===== src/rtl/glpl_pkg.sv =====
// Shared types and codes for the glyph pen layout block.
package glpl_pkg;

   localparam int FIELD_W = 10;
   localparam int COORD_W = 16;
   localparam int PEN_W   = 32;

   localparam logic [1:0] KIND_GLYPH   = 2'd0;
   localparam logic [1:0] KIND_TAB     = 2'd1;
   localparam logic [1:0] KIND_NEWLINE = 2'd2;

   // Register indexes (byte address / 4)
   localparam logic [2:0] REG_WRAP_ENABLE = 3'd0;
   localparam logic [2:0] REG_MAX_WIDTH   = 3'd1;
   localparam logic [2:0] REG_CLIP_ENABLE = 3'd2;
   localparam logic [2:0] REG_MAX_HEIGHT  = 3'd3;
   localparam logic [2:0] REG_LINE_GAP    = 3'd4;
   localparam logic [2:0] REG_ASCENDER    = 3'd5;

   typedef struct packed {
      logic                      wrap_enable;
      logic signed [COORD_W-1:0] max_width;
      logic                      clip_enable;
      logic signed [COORD_W-1:0] max_height;
      logic [FIELD_W-1:0]        line_pitch;
      logic [FIELD_W-1:0]        ascender;
   } cfg_type;

   typedef struct packed {
      logic                      start_text;
      logic [1:0]                item_kind;
      logic signed [FIELD_W-1:0] glyph_left;
      logic signed [FIELD_W-1:0] glyph_top;
      logic [FIELD_W-1:0]        glyph_width;
      logic [FIELD_W-1:0]        glyph_height;
      logic [FIELD_W-1:0]        pen_step_x;
      logic signed [FIELD_W-1:0] pen_step_y;
   } item_type;

   // Decoded form of an item as the back end consumes it
   typedef struct packed {
      logic                      start_text;
      logic                      is_glyph;
      logic                      is_tab;
      logic                      is_newline;
      logic signed [FIELD_W-1:0] glyph_left;
      logic signed [FIELD_W-1:0] glyph_top;
      logic [FIELD_W-1:0]        glyph_width;
      logic [FIELD_W-1:0]        glyph_height;
      logic [FIELD_W-1:0]        pen_step_x;
      logic signed [FIELD_W-1:0] pen_step_y;
   } op_type;

   typedef struct packed {
      logic                      placed;
      logic                      stopped;
      logic signed [COORD_W-1:0] glyph_x;
      logic signed [COORD_W-1:0] glyph_y;
      logic signed [COORD_W-1:0] box_width;
      logic signed [COORD_W-1:0] box_height;
   } result_type;

endpackage


===== src/rtl/glpl_csr.sv =====
// Configuration register file behind the APB-style port.
module glpl_csr (
   input  logic                   clock,
   input  logic                   reset,
   input  logic                   csr_psel,
   input  logic                   csr_penable,
   input  logic                   csr_pwrite,
   input  logic [4:0]             csr_paddr,
   input  logic [31:0]            csr_pwdata,
   output logic [31:0]            csr_prdata,
   output logic                   csr_pready,
   output glpl_pkg::cfg_type      cfg
);
   import glpl_pkg::*;

   cfg_type    cfg_ff, cfg_in;
   logic [2:0] reg_idx;
   logic       wr_en;

   assign csr_pready = 1'b1;
   assign reg_idx    = csr_paddr[4:2];
   assign wr_en      = csr_psel & csr_penable & csr_pwrite;
   assign cfg        = cfg_ff;

   always_comb begin
      cfg_in = cfg_ff;
      if (wr_en) begin
         case (reg_idx)
            REG_WRAP_ENABLE: cfg_in.wrap_enable = csr_pwdata[0];
            REG_MAX_WIDTH:   cfg_in.max_width   = csr_pwdata[COORD_W-1:0];
            REG_CLIP_ENABLE: cfg_in.clip_enable = csr_pwdata[0];
            REG_MAX_HEIGHT:  cfg_in.max_height  = csr_pwdata[COORD_W-1:0];
            REG_LINE_GAP:    cfg_in.line_pitch  = csr_pwdata[FIELD_W-1:0];
            REG_ASCENDER:    cfg_in.ascender    = csr_pwdata[FIELD_W-1:0];
            default:         cfg_in = cfg_ff;
         endcase
      end
   end

   always_ff @(posedge clock) begin
      if (reset) begin
         cfg_ff.wrap_enable <= 1'b0;
         cfg_ff.max_width   <= 16'sd32767;
         cfg_ff.clip_enable <= 1'b0;
         cfg_ff.max_height  <= 16'sd32767;
         cfg_ff.line_pitch  <= '0;
         cfg_ff.ascender    <= '0;
      end else begin
         cfg_ff <= cfg_in;
      end
   end

   always_comb begin
      case (reg_idx)
         REG_WRAP_ENABLE: csr_prdata = {31'd0, cfg_ff.wrap_enable};
         REG_MAX_WIDTH:   csr_prdata = {16'd0, cfg_ff.max_width};
         REG_CLIP_ENABLE: csr_prdata = {31'd0, cfg_ff.clip_enable};
         REG_MAX_HEIGHT:  csr_prdata = {16'd0, cfg_ff.max_height};
         REG_LINE_GAP:    csr_prdata = {22'd0, cfg_ff.line_pitch};
         REG_ASCENDER:    csr_prdata = {22'd0, cfg_ff.ascender};
         default:         csr_prdata = 32'd0;
      endcase
   end

endmodule


===== src/rtl/glpl_front.sv =====
// Front end: accepts items, decodes the kind and reduces the advance modulo the tab stop.
module glpl_front #(
   parameter int TAB_STOP = 20,
   parameter int MOD_W    = 5
) (
   input  logic                   clock,
   input  logic                   reset,
   input  logic                   req_valid,
   output logic                   req_ready,
   input  glpl_pkg::item_type     item,
   output logic                   push_valid,
   input  logic                   push_ready,
   output glpl_pkg::op_type       push_op,
   output logic [MOD_W-1:0]       push_adv_mod
);
   import glpl_pkg::*;

   // Reciprocal is exact for every advance below 2^FIELD_W
   localparam int     SHIFT   = FIELD_W + MOD_W;
   localparam int     RECIP_W = SHIFT + 1;
   localparam longint RECIP   = ((64'd1 << SHIFT) + TAB_STOP - 1) / TAB_STOP;
   localparam int     PROD_W  = FIELD_W + RECIP_W;
   localparam int     QT_W    = FIELD_W + MOD_W + 1;

   logic                s1_valid_ff, s1_valid_in;
   op_type              s1_op_ff, s1_op_in;
   logic [FIELD_W-1:0]  s1_quot_ff, s1_quot_in;
   logic [PROD_W-1:0]   prod;
   logic [QT_W-1:0]     quot_t;
   logic [QT_W-1:0]     rem;
   logic                accept;

   assign req_ready  = ~s1_valid_ff | push_ready;
   assign accept     = req_valid & req_ready;
   assign push_valid = s1_valid_ff;
   assign push_op    = s1_op_ff;

   always_comb begin
      prod = PROD_W'(item.pen_step_x) * PROD_W'(RECIP);
      s1_quot_in = prod[SHIFT +: FIELD_W];

      s1_op_in.start_text   = item.start_text;
      s1_op_in.is_glyph     = (item.item_kind == KIND_GLYPH);
      s1_op_in.is_tab       = (item.item_kind == KIND_TAB);
      s1_op_in.is_newline   = (item.item_kind == KIND_NEWLINE);
      s1_op_in.glyph_left   = item.glyph_left;
      s1_op_in.glyph_top    = item.glyph_top;
      s1_op_in.glyph_width  = item.glyph_width;
      s1_op_in.glyph_height = item.glyph_height;
      s1_op_in.pen_step_x   = item.pen_step_x;
      s1_op_in.pen_step_y   = item.pen_step_y;

      s1_valid_in = s1_valid_ff;
      if (accept) begin
         s1_valid_in = 1'b1;
      end else if (push_ready) begin
         s1_valid_in = 1'b0;
      end
   end

   always_comb begin
      quot_t       = QT_W'(s1_quot_ff) * QT_W'(TAB_STOP);
      rem          = QT_W'(s1_op_ff.pen_step_x) - quot_t;
      push_adv_mod = rem[MOD_W-1:0];
   end

   always_ff @(posedge clock) begin
      if (reset) begin
         s1_valid_ff <= 1'b0;
      end else begin
         s1_valid_ff <= s1_valid_in;
      end
   end

   always_ff @(posedge clock) begin
      if (accept) begin
         s1_op_ff   <= s1_op_in;
         s1_quot_ff <= s1_quot_in;
      end
   end

endmodule


===== src/rtl/glpl_queue.sv =====
// Four-entry queue between the front end and the back end.
module glpl_queue #(
   parameter int WIDTH = 8
) (
   input  logic             clock,
   input  logic             reset,
   input  logic             push_valid,
   output logic             push_ready,
   input  logic [WIDTH-1:0] push_data,
   output logic             pop_valid,
   input  logic             pop_ready,
   output logic [WIDTH-1:0] pop_data
);
   localparam int DEPTH = 4;
   localparam int PTR_W = $clog2(DEPTH);

   logic [WIDTH-1:0] slot_ff [DEPTH];
   logic [PTR_W-1:0] wr_ptr_ff, wr_ptr_in;
   logic [PTR_W-1:0] rd_ptr_ff, rd_ptr_in;
   logic [PTR_W:0]   count_ff, count_in;
   logic             do_push, do_pop;

   assign push_ready = (count_ff != (PTR_W+1)'(DEPTH));
   assign pop_valid  = (count_ff != '0);
   assign pop_data   = slot_ff[rd_ptr_ff];
   assign do_push    = push_valid & push_ready;
   assign do_pop     = pop_valid & pop_ready;

   always_comb begin
      wr_ptr_in = do_push ? wr_ptr_ff + 1'b1 : wr_ptr_ff;
      rd_ptr_in = do_pop  ? rd_ptr_ff + 1'b1 : rd_ptr_ff;
      count_in  = count_ff;
      if (do_push & ~do_pop) begin
         count_in = count_ff + 1'b1;
      end else if (do_pop & ~do_push) begin
         count_in = count_ff - 1'b1;
      end
   end

   always_ff @(posedge clock) begin
      if (reset) begin
         wr_ptr_ff <= '0;
         rd_ptr_ff <= '0;
         count_ff  <= '0;
      end else begin
         wr_ptr_ff <= wr_ptr_in;
         rd_ptr_ff <= rd_ptr_in;
         count_ff  <= count_in;
      end
   end

   always_ff @(posedge clock) begin
      if (do_push) begin
         slot_ff[wr_ptr_ff] <= push_data;
      end
   end

endmodule


===== src/rtl/glpl_back.sv =====
// Back end: pen, box and stop state, one item per cycle unless rsp stalls, with the result register.
module glpl_back #(
   parameter int TAB_STOP = 20,
   parameter int MOD_W    = 5
) (
   input  logic                   clock,
   input  logic                   reset,
   input  glpl_pkg::cfg_type      cfg,
   input  logic                   pop_valid,
   output logic                   pop_ready,
   input  glpl_pkg::op_type       op,
   input  logic [MOD_W-1:0]       adv_mod,
   output logic                   rsp_valid,
   input  logic                   rsp_ready,
   output glpl_pkg::result_type   result
);
   import glpl_pkg::*;

   localparam int            SUM_W = MOD_W + 1;
   localparam int            DLT_W = MOD_W + 2;
   // Residue of 2^32, applied whenever the pen wraps around
   localparam int            WRAP_RES = int'((64'd1 << PEN_W) % TAB_STOP);
   localparam logic [SUM_W-1:0] TS   = SUM_W'(TAB_STOP);
   localparam logic [SUM_W-1:0] KRES = SUM_W'(WRAP_RES);

   // pen_mod tracks the unsigned pen x modulo the tab stop
   logic [PEN_W-1:0]   pen_x_ff, pen_x_in;
   logic [PEN_W-1:0]   pen_y_ff, pen_y_in;
   logic [MOD_W-1:0]   pen_mod_ff, pen_mod_in;
   logic [COORD_W-1:0] ext_w_ff, ext_w_in;
   logic [COORD_W-1:0] ext_h_ff, ext_h_in;
   logic               halted_ff, halted_in;
   logic               rsp_valid_ff, rsp_valid_in;
   result_type         result_ff, result_in;

   logic               fire;
   logic [PEN_W-1:0]   px0, py0, px1, py1;
   logic [MOD_W-1:0]   mod0, mod1;
   logic [COORD_W-1:0] ew0, eh0;
   logic               h0, wrap_now, clip_now;
   logic [SUM_W-1:0]   floor_mod;
   logic [DLT_W-1:0]   tab_delta;
   logic [MOD_W-1:0]   tab_dmod;
   logic [PEN_W:0]     sum_x;
   logic [COORD_W-1:0] gx, gy, rw, rh;

   function automatic logic [MOD_W-1:0] mod_add(input logic [MOD_W-1:0] u,
                                                input logic [MOD_W-1:0] d,
                                                input logic carry);
      logic [SUM_W-1:0] t;
      begin
         t = SUM_W'(u) + SUM_W'(d);
         if (t >= TS) begin
            t = t - TS;
         end
         if (carry) begin
            if (t >= KRES) begin
               t = t - KRES;
            end else begin
               t = t + TS - KRES;
            end
         end
         mod_add = t[MOD_W-1:0];
      end
   endfunction

   assign fire      = pop_valid & pop_ready;
   assign pop_ready = ~rsp_valid_ff | rsp_ready;
   assign rsp_valid = rsp_valid_ff;
   assign result    = result_ff;

   always_comb begin
      px0  = op.start_text ? '0 : pen_x_ff;
      py0  = op.start_text ? PEN_W'(cfg.ascender) : pen_y_ff;
      mod0 = op.start_text ? '0 : pen_mod_ff;
      ew0  = op.start_text ? '0 : ext_w_ff;
      eh0  = op.start_text ? '0 : ext_h_ff;
      h0   = op.start_text ? 1'b0 : halted_ff;

      // floor modulo of the signed pen x
      if (!px0[PEN_W-1]) begin
         floor_mod = SUM_W'(mod0);
      end else if (SUM_W'(mod0) >= KRES) begin
         floor_mod = SUM_W'(mod0) - KRES;
      end else begin
         floor_mod = SUM_W'(mod0) + TS - KRES;
      end
      // remainder truncates toward zero, so a negative pen steps further
      if (floor_mod == '0) begin
         tab_delta = DLT_W'(TS);
         tab_dmod  = '0;
      end else begin
         tab_dmod = MOD_W'(TS - floor_mod);
         if (px0[PEN_W-1]) begin
            tab_delta = DLT_W'(TS) + DLT_W'(TS) - DLT_W'(floor_mod);
         end else begin
            tab_delta = DLT_W'(TS) - DLT_W'(floor_mod);
         end
      end

      wrap_now = cfg.wrap_enable &
                 ($signed(px0) > $signed({{(PEN_W-COORD_W){cfg.max_width[COORD_W-1]}},
                                          cfg.max_width}));
      px1  = wrap_now ? '0 : px0;
      py1  = wrap_now ? py0 + PEN_W'(cfg.line_pitch) : py0;
      mod1 = wrap_now ? '0 : mod0;
      clip_now = cfg.clip_enable &
                 ($signed(py1) > $signed({{(PEN_W-COORD_W){cfg.max_height[COORD_W-1]}},
                                          cfg.max_height}));

      gx = px1[COORD_W-1:0] + {{(COORD_W-FIELD_W){op.glyph_left[FIELD_W-1]}}, op.glyph_left};
      gy = py1[COORD_W-1:0] - {{(COORD_W-FIELD_W){op.glyph_top[FIELD_W-1]}}, op.glyph_top};
      rw = gx + COORD_W'(op.glyph_width);
      rh = gy + COORD_W'(op.glyph_height);

      pen_x_in   = px0;
      pen_y_in   = py0;
      pen_mod_in = mod0;
      ext_w_in   = ew0;
      ext_h_in   = eh0;
      halted_in  = h0;
      sum_x      = '0;
      result_in.placed  = 1'b0;
      result_in.glyph_x = '0;
      result_in.glyph_y = '0;

      if (!h0) begin
         if (op.is_tab) begin
            sum_x      = {1'b0, px0} + (PEN_W+1)'(tab_delta);
            pen_x_in   = sum_x[PEN_W-1:0];
            pen_mod_in = mod_add(mod0, tab_dmod, sum_x[PEN_W]);
         end else if (op.is_newline) begin
            pen_x_in   = '0;
            pen_y_in   = py0 + PEN_W'(cfg.line_pitch);
            pen_mod_in = '0;
         end else if (op.is_glyph) begin
            pen_x_in   = px1;
            pen_y_in   = py1;
            pen_mod_in = mod1;
            if (clip_now) begin
               halted_in = 1'b1;
            end else begin
               if ($signed(rw) > $signed(ew0)) begin
                  ext_w_in = rw;
               end
               if ($signed(rh) > $signed(eh0)) begin
                  ext_h_in = rh;
               end
               result_in.placed  = 1'b1;
               result_in.glyph_x = gx;
               result_in.glyph_y = gy;
               sum_x      = {1'b0, px1} + (PEN_W+1)'(op.pen_step_x);
               pen_x_in   = sum_x[PEN_W-1:0];
               pen_mod_in = mod_add(mod1, adv_mod, sum_x[PEN_W]);
               pen_y_in   = py1 - {{(PEN_W-FIELD_W){op.pen_step_y[FIELD_W-1]}}, op.pen_step_y};
            end
         end
      end

      result_in.stopped    = halted_in;
      result_in.box_width  = ext_w_in;
      result_in.box_height = ext_h_in;

      rsp_valid_in = rsp_valid_ff;
      if (fire) begin
         rsp_valid_in = 1'b1;
      end else if (rsp_ready) begin
         rsp_valid_in = 1'b0;
      end
   end

   always_ff @(posedge clock) begin
      if (reset) begin
         pen_x_ff     <= '0;
         pen_y_ff     <= '0;
         pen_mod_ff   <= '0;
         ext_w_ff     <= '0;
         ext_h_ff     <= '0;
         halted_ff    <= 1'b0;
         rsp_valid_ff <= 1'b0;
      end else begin
         rsp_valid_ff <= rsp_valid_in;
         if (fire) begin
            pen_x_ff   <= pen_x_in;
            pen_y_ff   <= pen_y_in;
            pen_mod_ff <= pen_mod_in;
            ext_w_ff   <= ext_w_in;
            ext_h_ff   <= ext_h_in;
            halted_ff  <= halted_in;
         end
      end
   end

   always_ff @(posedge clock) begin
      if (fire) begin
         result_ff <= result_in;
      end
   end

endmodule


===== src/rtl/glyph_pen_layout_core.sv =====
// Top level of the glyph pen layout block.
//
//   channel   direction  handshake                      payload
//   req_*     in         req_valid / req_ready          one glyph, tab or newline
//   rsp_*     out        rsp_valid / rsp_ready          placement, stop flag, box
//   csr_*     in         APB setup + access, pready=1   six layout registers
//
// One item per cycle sustained while rsp_ready stays high; an accepted req passes
// the decode register, a queue slot and the back-end result register before
// rsp_valid rises. The back end updates pen, box and stop state per item; the tab
// remainder comes from a running residue of pen x, so no divider sits in that loop.
// Synchronous reset clears the pen (y is the ascender at the next run start).
// A stalled rsp side holds six transactions (result register, four-entry queue,
// decode register) before req_ready drops.
module glyph_pen_layout_core #(
   parameter int TAB_STOP = 20
) (
   input  logic                    clock,
   input  logic                    reset,
   input  logic                    req_valid,
   output logic                    req_ready,
   input  logic                    req_start_text,
   input  logic [1:0]              req_item_kind,
   input  logic signed [9:0]       req_glyph_left,
   input  logic signed [9:0]       req_glyph_top,
   input  logic [9:0]              req_glyph_width,
   input  logic [9:0]              req_glyph_height,
   input  logic [9:0]              req_pen_step_x,
   input  logic signed [9:0]       req_pen_step_y,
   output logic                    rsp_valid,
   input  logic                    rsp_ready,
   output logic                    rsp_placed,
   output logic                    rsp_stopped,
   output logic signed [15:0]      rsp_glyph_x,
   output logic signed [15:0]      rsp_glyph_y,
   output logic signed [15:0]      rsp_box_width,
   output logic signed [15:0]      rsp_box_height,
   input  logic                    csr_psel,
   input  logic                    csr_penable,
   input  logic                    csr_pwrite,
   input  logic [4:0]              csr_paddr,
   input  logic [31:0]             csr_pwdata,
   output logic [31:0]             csr_prdata,
   output logic                    csr_pready
);
   import glpl_pkg::*;

   localparam int MOD_W   = (TAB_STOP > 1) ? $clog2(TAB_STOP) : 1;
   localparam int ENTRY_W = $bits(op_type) + MOD_W;

   cfg_type              cfg;
   item_type             item;
   op_type               push_op, pop_op;
   logic [MOD_W-1:0]     push_adv_mod, pop_adv_mod;
   logic                 push_valid, push_ready, pop_valid, pop_ready;
   logic [ENTRY_W-1:0]   pop_data;
   result_type           result;

   assign item.start_text   = req_start_text;
   assign item.item_kind    = req_item_kind;
   assign item.glyph_left   = req_glyph_left;
   assign item.glyph_top    = req_glyph_top;
   assign item.glyph_width  = req_glyph_width;
   assign item.glyph_height = req_glyph_height;
   assign item.pen_step_x   = req_pen_step_x;
   assign item.pen_step_y   = req_pen_step_y;

   glpl_csr u_csr (
      .clock       (clock),
      .reset       (reset),
      .csr_psel    (csr_psel),
      .csr_penable (csr_penable),
      .csr_pwrite  (csr_pwrite),
      .csr_paddr   (csr_paddr),
      .csr_pwdata  (csr_pwdata),
      .csr_prdata  (csr_prdata),
      .csr_pready  (csr_pready),
      .cfg         (cfg)
   );

   glpl_front #(
      .TAB_STOP (TAB_STOP),
      .MOD_W    (MOD_W)
   ) u_front (
      .clock        (clock),
      .reset        (reset),
      .req_valid    (req_valid),
      .req_ready    (req_ready),
      .item         (item),
      .push_valid   (push_valid),
      .push_ready   (push_ready),
      .push_op      (push_op),
      .push_adv_mod (push_adv_mod)
   );

   glpl_queue #(
      .WIDTH (ENTRY_W)
   ) u_queue (
      .clock      (clock),
      .reset      (reset),
      .push_valid (push_valid),
      .push_ready (push_ready),
      .push_data  ({push_op, push_adv_mod}),
      .pop_valid  (pop_valid),
      .pop_ready  (pop_ready),
      .pop_data   (pop_data)
   );

   assign pop_op      = pop_data[ENTRY_W-1:MOD_W];
   assign pop_adv_mod = pop_data[MOD_W-1:0];

   glpl_back #(
      .TAB_STOP (TAB_STOP),
      .MOD_W    (MOD_W)
   ) u_back (
      .clock     (clock),
      .reset     (reset),
      .cfg       (cfg),
      .pop_valid (pop_valid),
      .pop_ready (pop_ready),
      .op        (pop_op),
      .adv_mod   (pop_adv_mod),
      .rsp_valid (rsp_valid),
      .rsp_ready (rsp_ready),
      .result    (result)
   );

   assign rsp_placed     = result.placed;
   assign rsp_stopped    = result.stopped;
   assign rsp_glyph_x    = result.glyph_x;
   assign rsp_glyph_y    = result.glyph_y;
   assign rsp_box_width  = result.box_width;
   assign rsp_box_height = result.box_height;

endmodule

===== config.mk =====
export PLATFORM = sky130hd
export DESIGN_NAME = glyph_pen_layout_core
export DESIGN_NICKNAME = d
export VERILOG_FILES = /design/src/rtl/glpl_pkg.sv /design/src/rtl/glpl_csr.sv /design/src/rtl/glpl_front.sv /design/src/rtl/glpl_queue.sv /design/src/rtl/glpl_back.sv /design/src/rtl/glyph_pen_layout_core.sv
export SDC_FILE = /design/constraint.sdc
export NUM_CORES = 1
export LEC_CHECK = 0
export BUFFER_PORTS_ARGS = -buffer_cell sky130_fd_sc_hd__buf_4
export CAP_MARGIN = 10
export CELL_PAD_IN_SITES_DETAIL_PLACEMENT = 0
export CELL_PAD_IN_SITES_GLOBAL_PLACEMENT = 1
export CORE_UTILIZATION = 30
export CTS_CLUSTER_DIAMETER = 60
export CTS_CLUSTER_SIZE = 40
export DETAILED_ROUTE_END_ITERATION = 8
export PLACE_DENSITY_LB_ADDON = 0.08
export SETUP_SLACK_MARGIN = 0.5
export SYNTH_ARGS = -nofsm -noshare
export SYNTH_HDL_FRONTEND = slang
export SYNTH_SLANG_ARGS = --single-unit

===== constraint.sdc =====
create_clock -name clock -period 10.5 [get_ports clock]
set_input_delay 1.05 -clock clock [delete_from_list [all_inputs] [get_ports clock]]
set_output_delay 1.05 -clock clock [all_outputs]
set_load 0.05 [all_outputs]

==> impl_metrics.tcl <==
set metrics [dict create \
    synth_mux_area_share_pct 7.43 \
    int_pwr_mw 7.20 \
    post_route_wl_mm 124 \
    final-setup-viol-count 0 \
    synth_top_family_by_area "compound AO/OA/AOI/OAI gates" \
    timing.hold.worst.class "reg -> reg" \
    setup-tns-final_ns 0 \
    layout.nets 4130 \
    clk_latency_ns 0.66 \
    drt_first_iter_violations 2182 \
    drc 0 \
    worstPathMaxFanout 13 \
    synth-simple-area-share_pct 12.7 \
    slew-limit-headroom_pct 27.3 \
    outcome "completed" \
    pre_cts_slack_ns -0.216 \
    synth_ff_type "sky130_fd_sc_hd__edfxtp_1" \
    n_fill_cell 11710 \
    criticalPathCategory "reg -> reg" \
    p_leak_nw 17.2 \
    io_pins 208 \
    rows 126 \
    postSynthCellCount 3502 \
    gp_congestion 0.867 \
    synth.area.top_cells "sky130_fd_sc_hd__edfxtp_1 34%, sky130_fd_sc_hd__dfxtp_1 9.4%, sky130_fd_sc_hd__ha_1 9.1%" \
    netlist.top_cell.by_area "sky130_fd_sc_hd__edfxtp_1" \
    cts-root-buf "sky130_fd_sc_hd__clkbuf_16" \
    critPathSlowestCell "sky130_fd_sc_hd__or4_4" \
    seqCellArea_sq_mm 0.0154 \
    worst_path_arrival_time_ns 10.14 \
    clock_skew_ns 0.0415 \
    fin_crit_ns 9.77 \
    min_delay_path_depth 2 \
    cts.reportedPaths.clkPinSlew_ns 0.07 \
    yosysUniqueCellTypes 91 \
    yosys.area.top_type_share_pct 33.8 \
    cts_max_path_buffers 3 \
    peak_supply_drop_mv 0.185 \
    core-area_sq_mm 0.118 \
    antenna_found_initial 1 \
    timing.fmax_mhz 102 \
    post_cts_hold_buffer_count 0 \
    clock_tree_from_tritoncts "yes" \
    final.setup.worst_slack_ns 0.728 \
    drive_above_1_share_pct 18.3 \
    synth_async_sr_flop_share_pct 0 \
    die_area_sq_mm 0.120 \
    layoutNonFillerInstCount 5321 \
    grt_pass1_wl_mm 183 \
    synthToLayoutAreaGrowth_pct 20.4 \
    clkSinkCount 568 \
    start_kind "flip-flop" \
    share_of_the_synthesized_area_in_compound_gates_ao_oa_aoi_oai_pct 16.1 \
    synth-seq-area-share_pct 43.1 \
    floorplan.initialDensity_pct 30.2 \
    detailed_place_hpwl_mm 88.4 \
    worst_slew_pin_slew_ns 1.09 \
    setup.worst_path.end_class "flip-flop" \
    maxCapViolations 0 \
    drt-pass1-iter-count 5 \
    reg2regPathDepth 39 \
    synth_xor_area_share_pct 4.60 \
    rsz0062_at_grt "yes" \
    power_frac_comb_pct 58.4 \
    floorplan_die_height_um 347 \
    cts-buffers-inserted 72 \
    wire_per_inst_um 23.4 \
    area_of_the_mapped_netlist_sq_mm 0.0357 \
    post-route-period-util_pct 93.1 \
    yosysWarnings 0 \
    grt_start_max_net_pins 71 \
    grtUsageTotal_pct 20.2 \
    grt_pass1_vias 28172 \
    yosys_register_bits 568 \
    clock_power_share_pct 19.6 \
    synth_common_cells "401 x sky130_fd_sc_hd__edfxtp_1, 304 x sky130_fd_sc_hd__nand2_1, 263 x sky130_fd_sc_hd__nor2_1" \
    synthMostInstantiatedCell "sky130_fd_sc_hd__edfxtp_1" \
    worstPathRequired_ns 10.86 \
    multiInputGateArea_sq_mm 0.0196 \
    finalHoldViolCount 0 \
    power_switching_mw 6.64 \
    final-max-slew-violation-count 0 \
    final_antenna_net_count 0 \
    seq_power_share_pct 22.0 \
    syn-mean-instance-area_sq_um 10.2 \
    maximum_level_of_the_cts_h_tree 3 \
    p_sw_share_pct 48.0 \
    worst_path_max_stage_delay_ns 0.60 \
    globalRoute.totalOverflow 0 \
    synth_adder_area_share_pct 11.3 \
    place.detailed.instances 5133 \
    synth-edff-count 401 \
    numPortBuffers 172 \
    die_w_um 347 \
    pwr_cell_area_mw_per_mm2 322 \
    routed_via_density 5.33 \
    routed-via-count 28357 \
]
-- final timing paths --
kind / start / to / slack, ns
setup / recovery: flip-flop / u_back.result[18] / 0.73
hold / removal: u_back.pen_y_ff[2] / u_back.pen_y_ff[2] / 0.46
setup reg to reg: flip-flop / u_back.result[18] / 0.73
hold reg to reg: u_back.pen_y_ff[2] / u_back.pen_y_ff[2] / 0.46
-- per-stage QoR --
stage                     total power [mW]  cell area, sq um  hold slack, ns  util [%]
after floorplan                       7.99             35800           0.424         -
after global placement                10.5             39000           0.439      33.0
after detailed placement              10.6             39000           0.447      33.0
after CTS                             13.5             41800           0.456      35.5
after global routing                  14.8             42900           0.465      36.4
final                                 13.8             42900           0.457      36.4
-- worst max-delay path, delay by kind of cell (launching register included) --
| family | cells | cell delay [ns] |
|---|---|---|
| multiplexers | 2 | 0.61 |
| AND/OR/NAND/NOR | 14 | 3.46 |
| adder cells (fa/ha/maj) | 4 | 1.21 |
| buffers and inverters | 6 | 0.93 |
| flip-flops | 1 | 0.41 |
| AO/OA/AOI/OAI | 10 | 2.11 |
| XOR/XNOR | 3 | 0.74 |
-- cell usage in the layout, fill, tap and decap left out, types with 51 or more instances in the layout --
cell                        synthesis  routed
sky130_fd_sc_hd__a21o_1            64      63
sky130_fd_sc_hd__a21oi_1          226     217
sky130_fd_sc_hd__and3_1            51      51
sky130_fd_sc_hd__buf_4             19     296
sky130_fd_sc_hd__clkbuf_16          0      74
sky130_fd_sc_hd__dfxtp_1          167     165
sky130_fd_sc_hd__edfxtp_1         401     401
sky130_fd_sc_hd__ha_1             260     243
sky130_fd_sc_hd__inv_1            224     208
sky130_fd_sc_hd__mux2i_1          101      98
sky130_fd_sc_hd__mux4_2            67      67
sky130_fd_sc_hd__nand2_1          304     283
sky130_fd_sc_hd__nand3_1           97      97
sky130_fd_sc_hd__nor2_1           263     256
sky130_fd_sc_hd__o211ai_1          56      56
sky130_fd_sc_hd__o21ai_0          219     202
sky130_fd_sc_hd__xnor2_1          137     135
-- repair_timing --
item / 4_1_cts / 5_1_grt
setup endpoints to repair: 61 / 100
resized for setup: 30 / 157
buffers inserted: 9 / 36
gates cloned: 3 / 6
pin swaps: 6 / 44
-- cell type report --
class,instances,share of cell area [%]
diodes,1,0.00583
clock buffers,78,4.32
repair buffers,317,5.95
clock inverters,55,1.80
well taps,1536,4.48
multi-input cells,2540,45.6
inverters,226,2.01
flip-flops and latches,568,35.8
-- registers in the layout, indices dropped and copies added (netlist names), 2 cells and up, named ones only --
name                cells
u_queue.slot_ff       268
u_back.result          66
u_front.push_op        64
u_csr.cfg              54
u_back.pen_x_ff        32
u_back.pen_y_ff        32
u_back.ext_h_ff        16
u_back.ext_w_ff        16
u_back.pen_mod_ff       5
u_front.s1_quot_ff      3
u_queue.count_ff        3
u_queue.rd_ptr_ff       2
u_queue.wr_ptr_ff       2
-- routing by layer --
layer | GRT usage, % | routed length [um] | vias up
met3 | 2.36 | 5340 | 164
met5 | 0 | 0 | -
met1 | 27.7 | 57400 | 14040
li1 | - | - | 13433
met4 | 6.77 | 3670 | 0
met2 | 32.9 | 57900 | 720
-- power by group through the flow --
stage               Combinational (mW)  Clock, mW  Sequential, mW
floorplan                         4.51          0            3.48
global placement                  7.45          0            3.06
detailed placement                7.52          0            3.08
global route                      8.78       2.89            3.09
finish                            8.08       2.71            3.05
CTS                               7.67       2.79            3.04
-- cell families (layout without fill, tap and decap cells) --
group,Yosys count,in the layout
simple gates,970,971
compound gates,883,883
flops,568,568
buf+inv,415,676
fa+ha+maj,301,301
xor+xnor,184,184
mux,179,184
other cells,2,18
(Power assumes the default switching activity.)
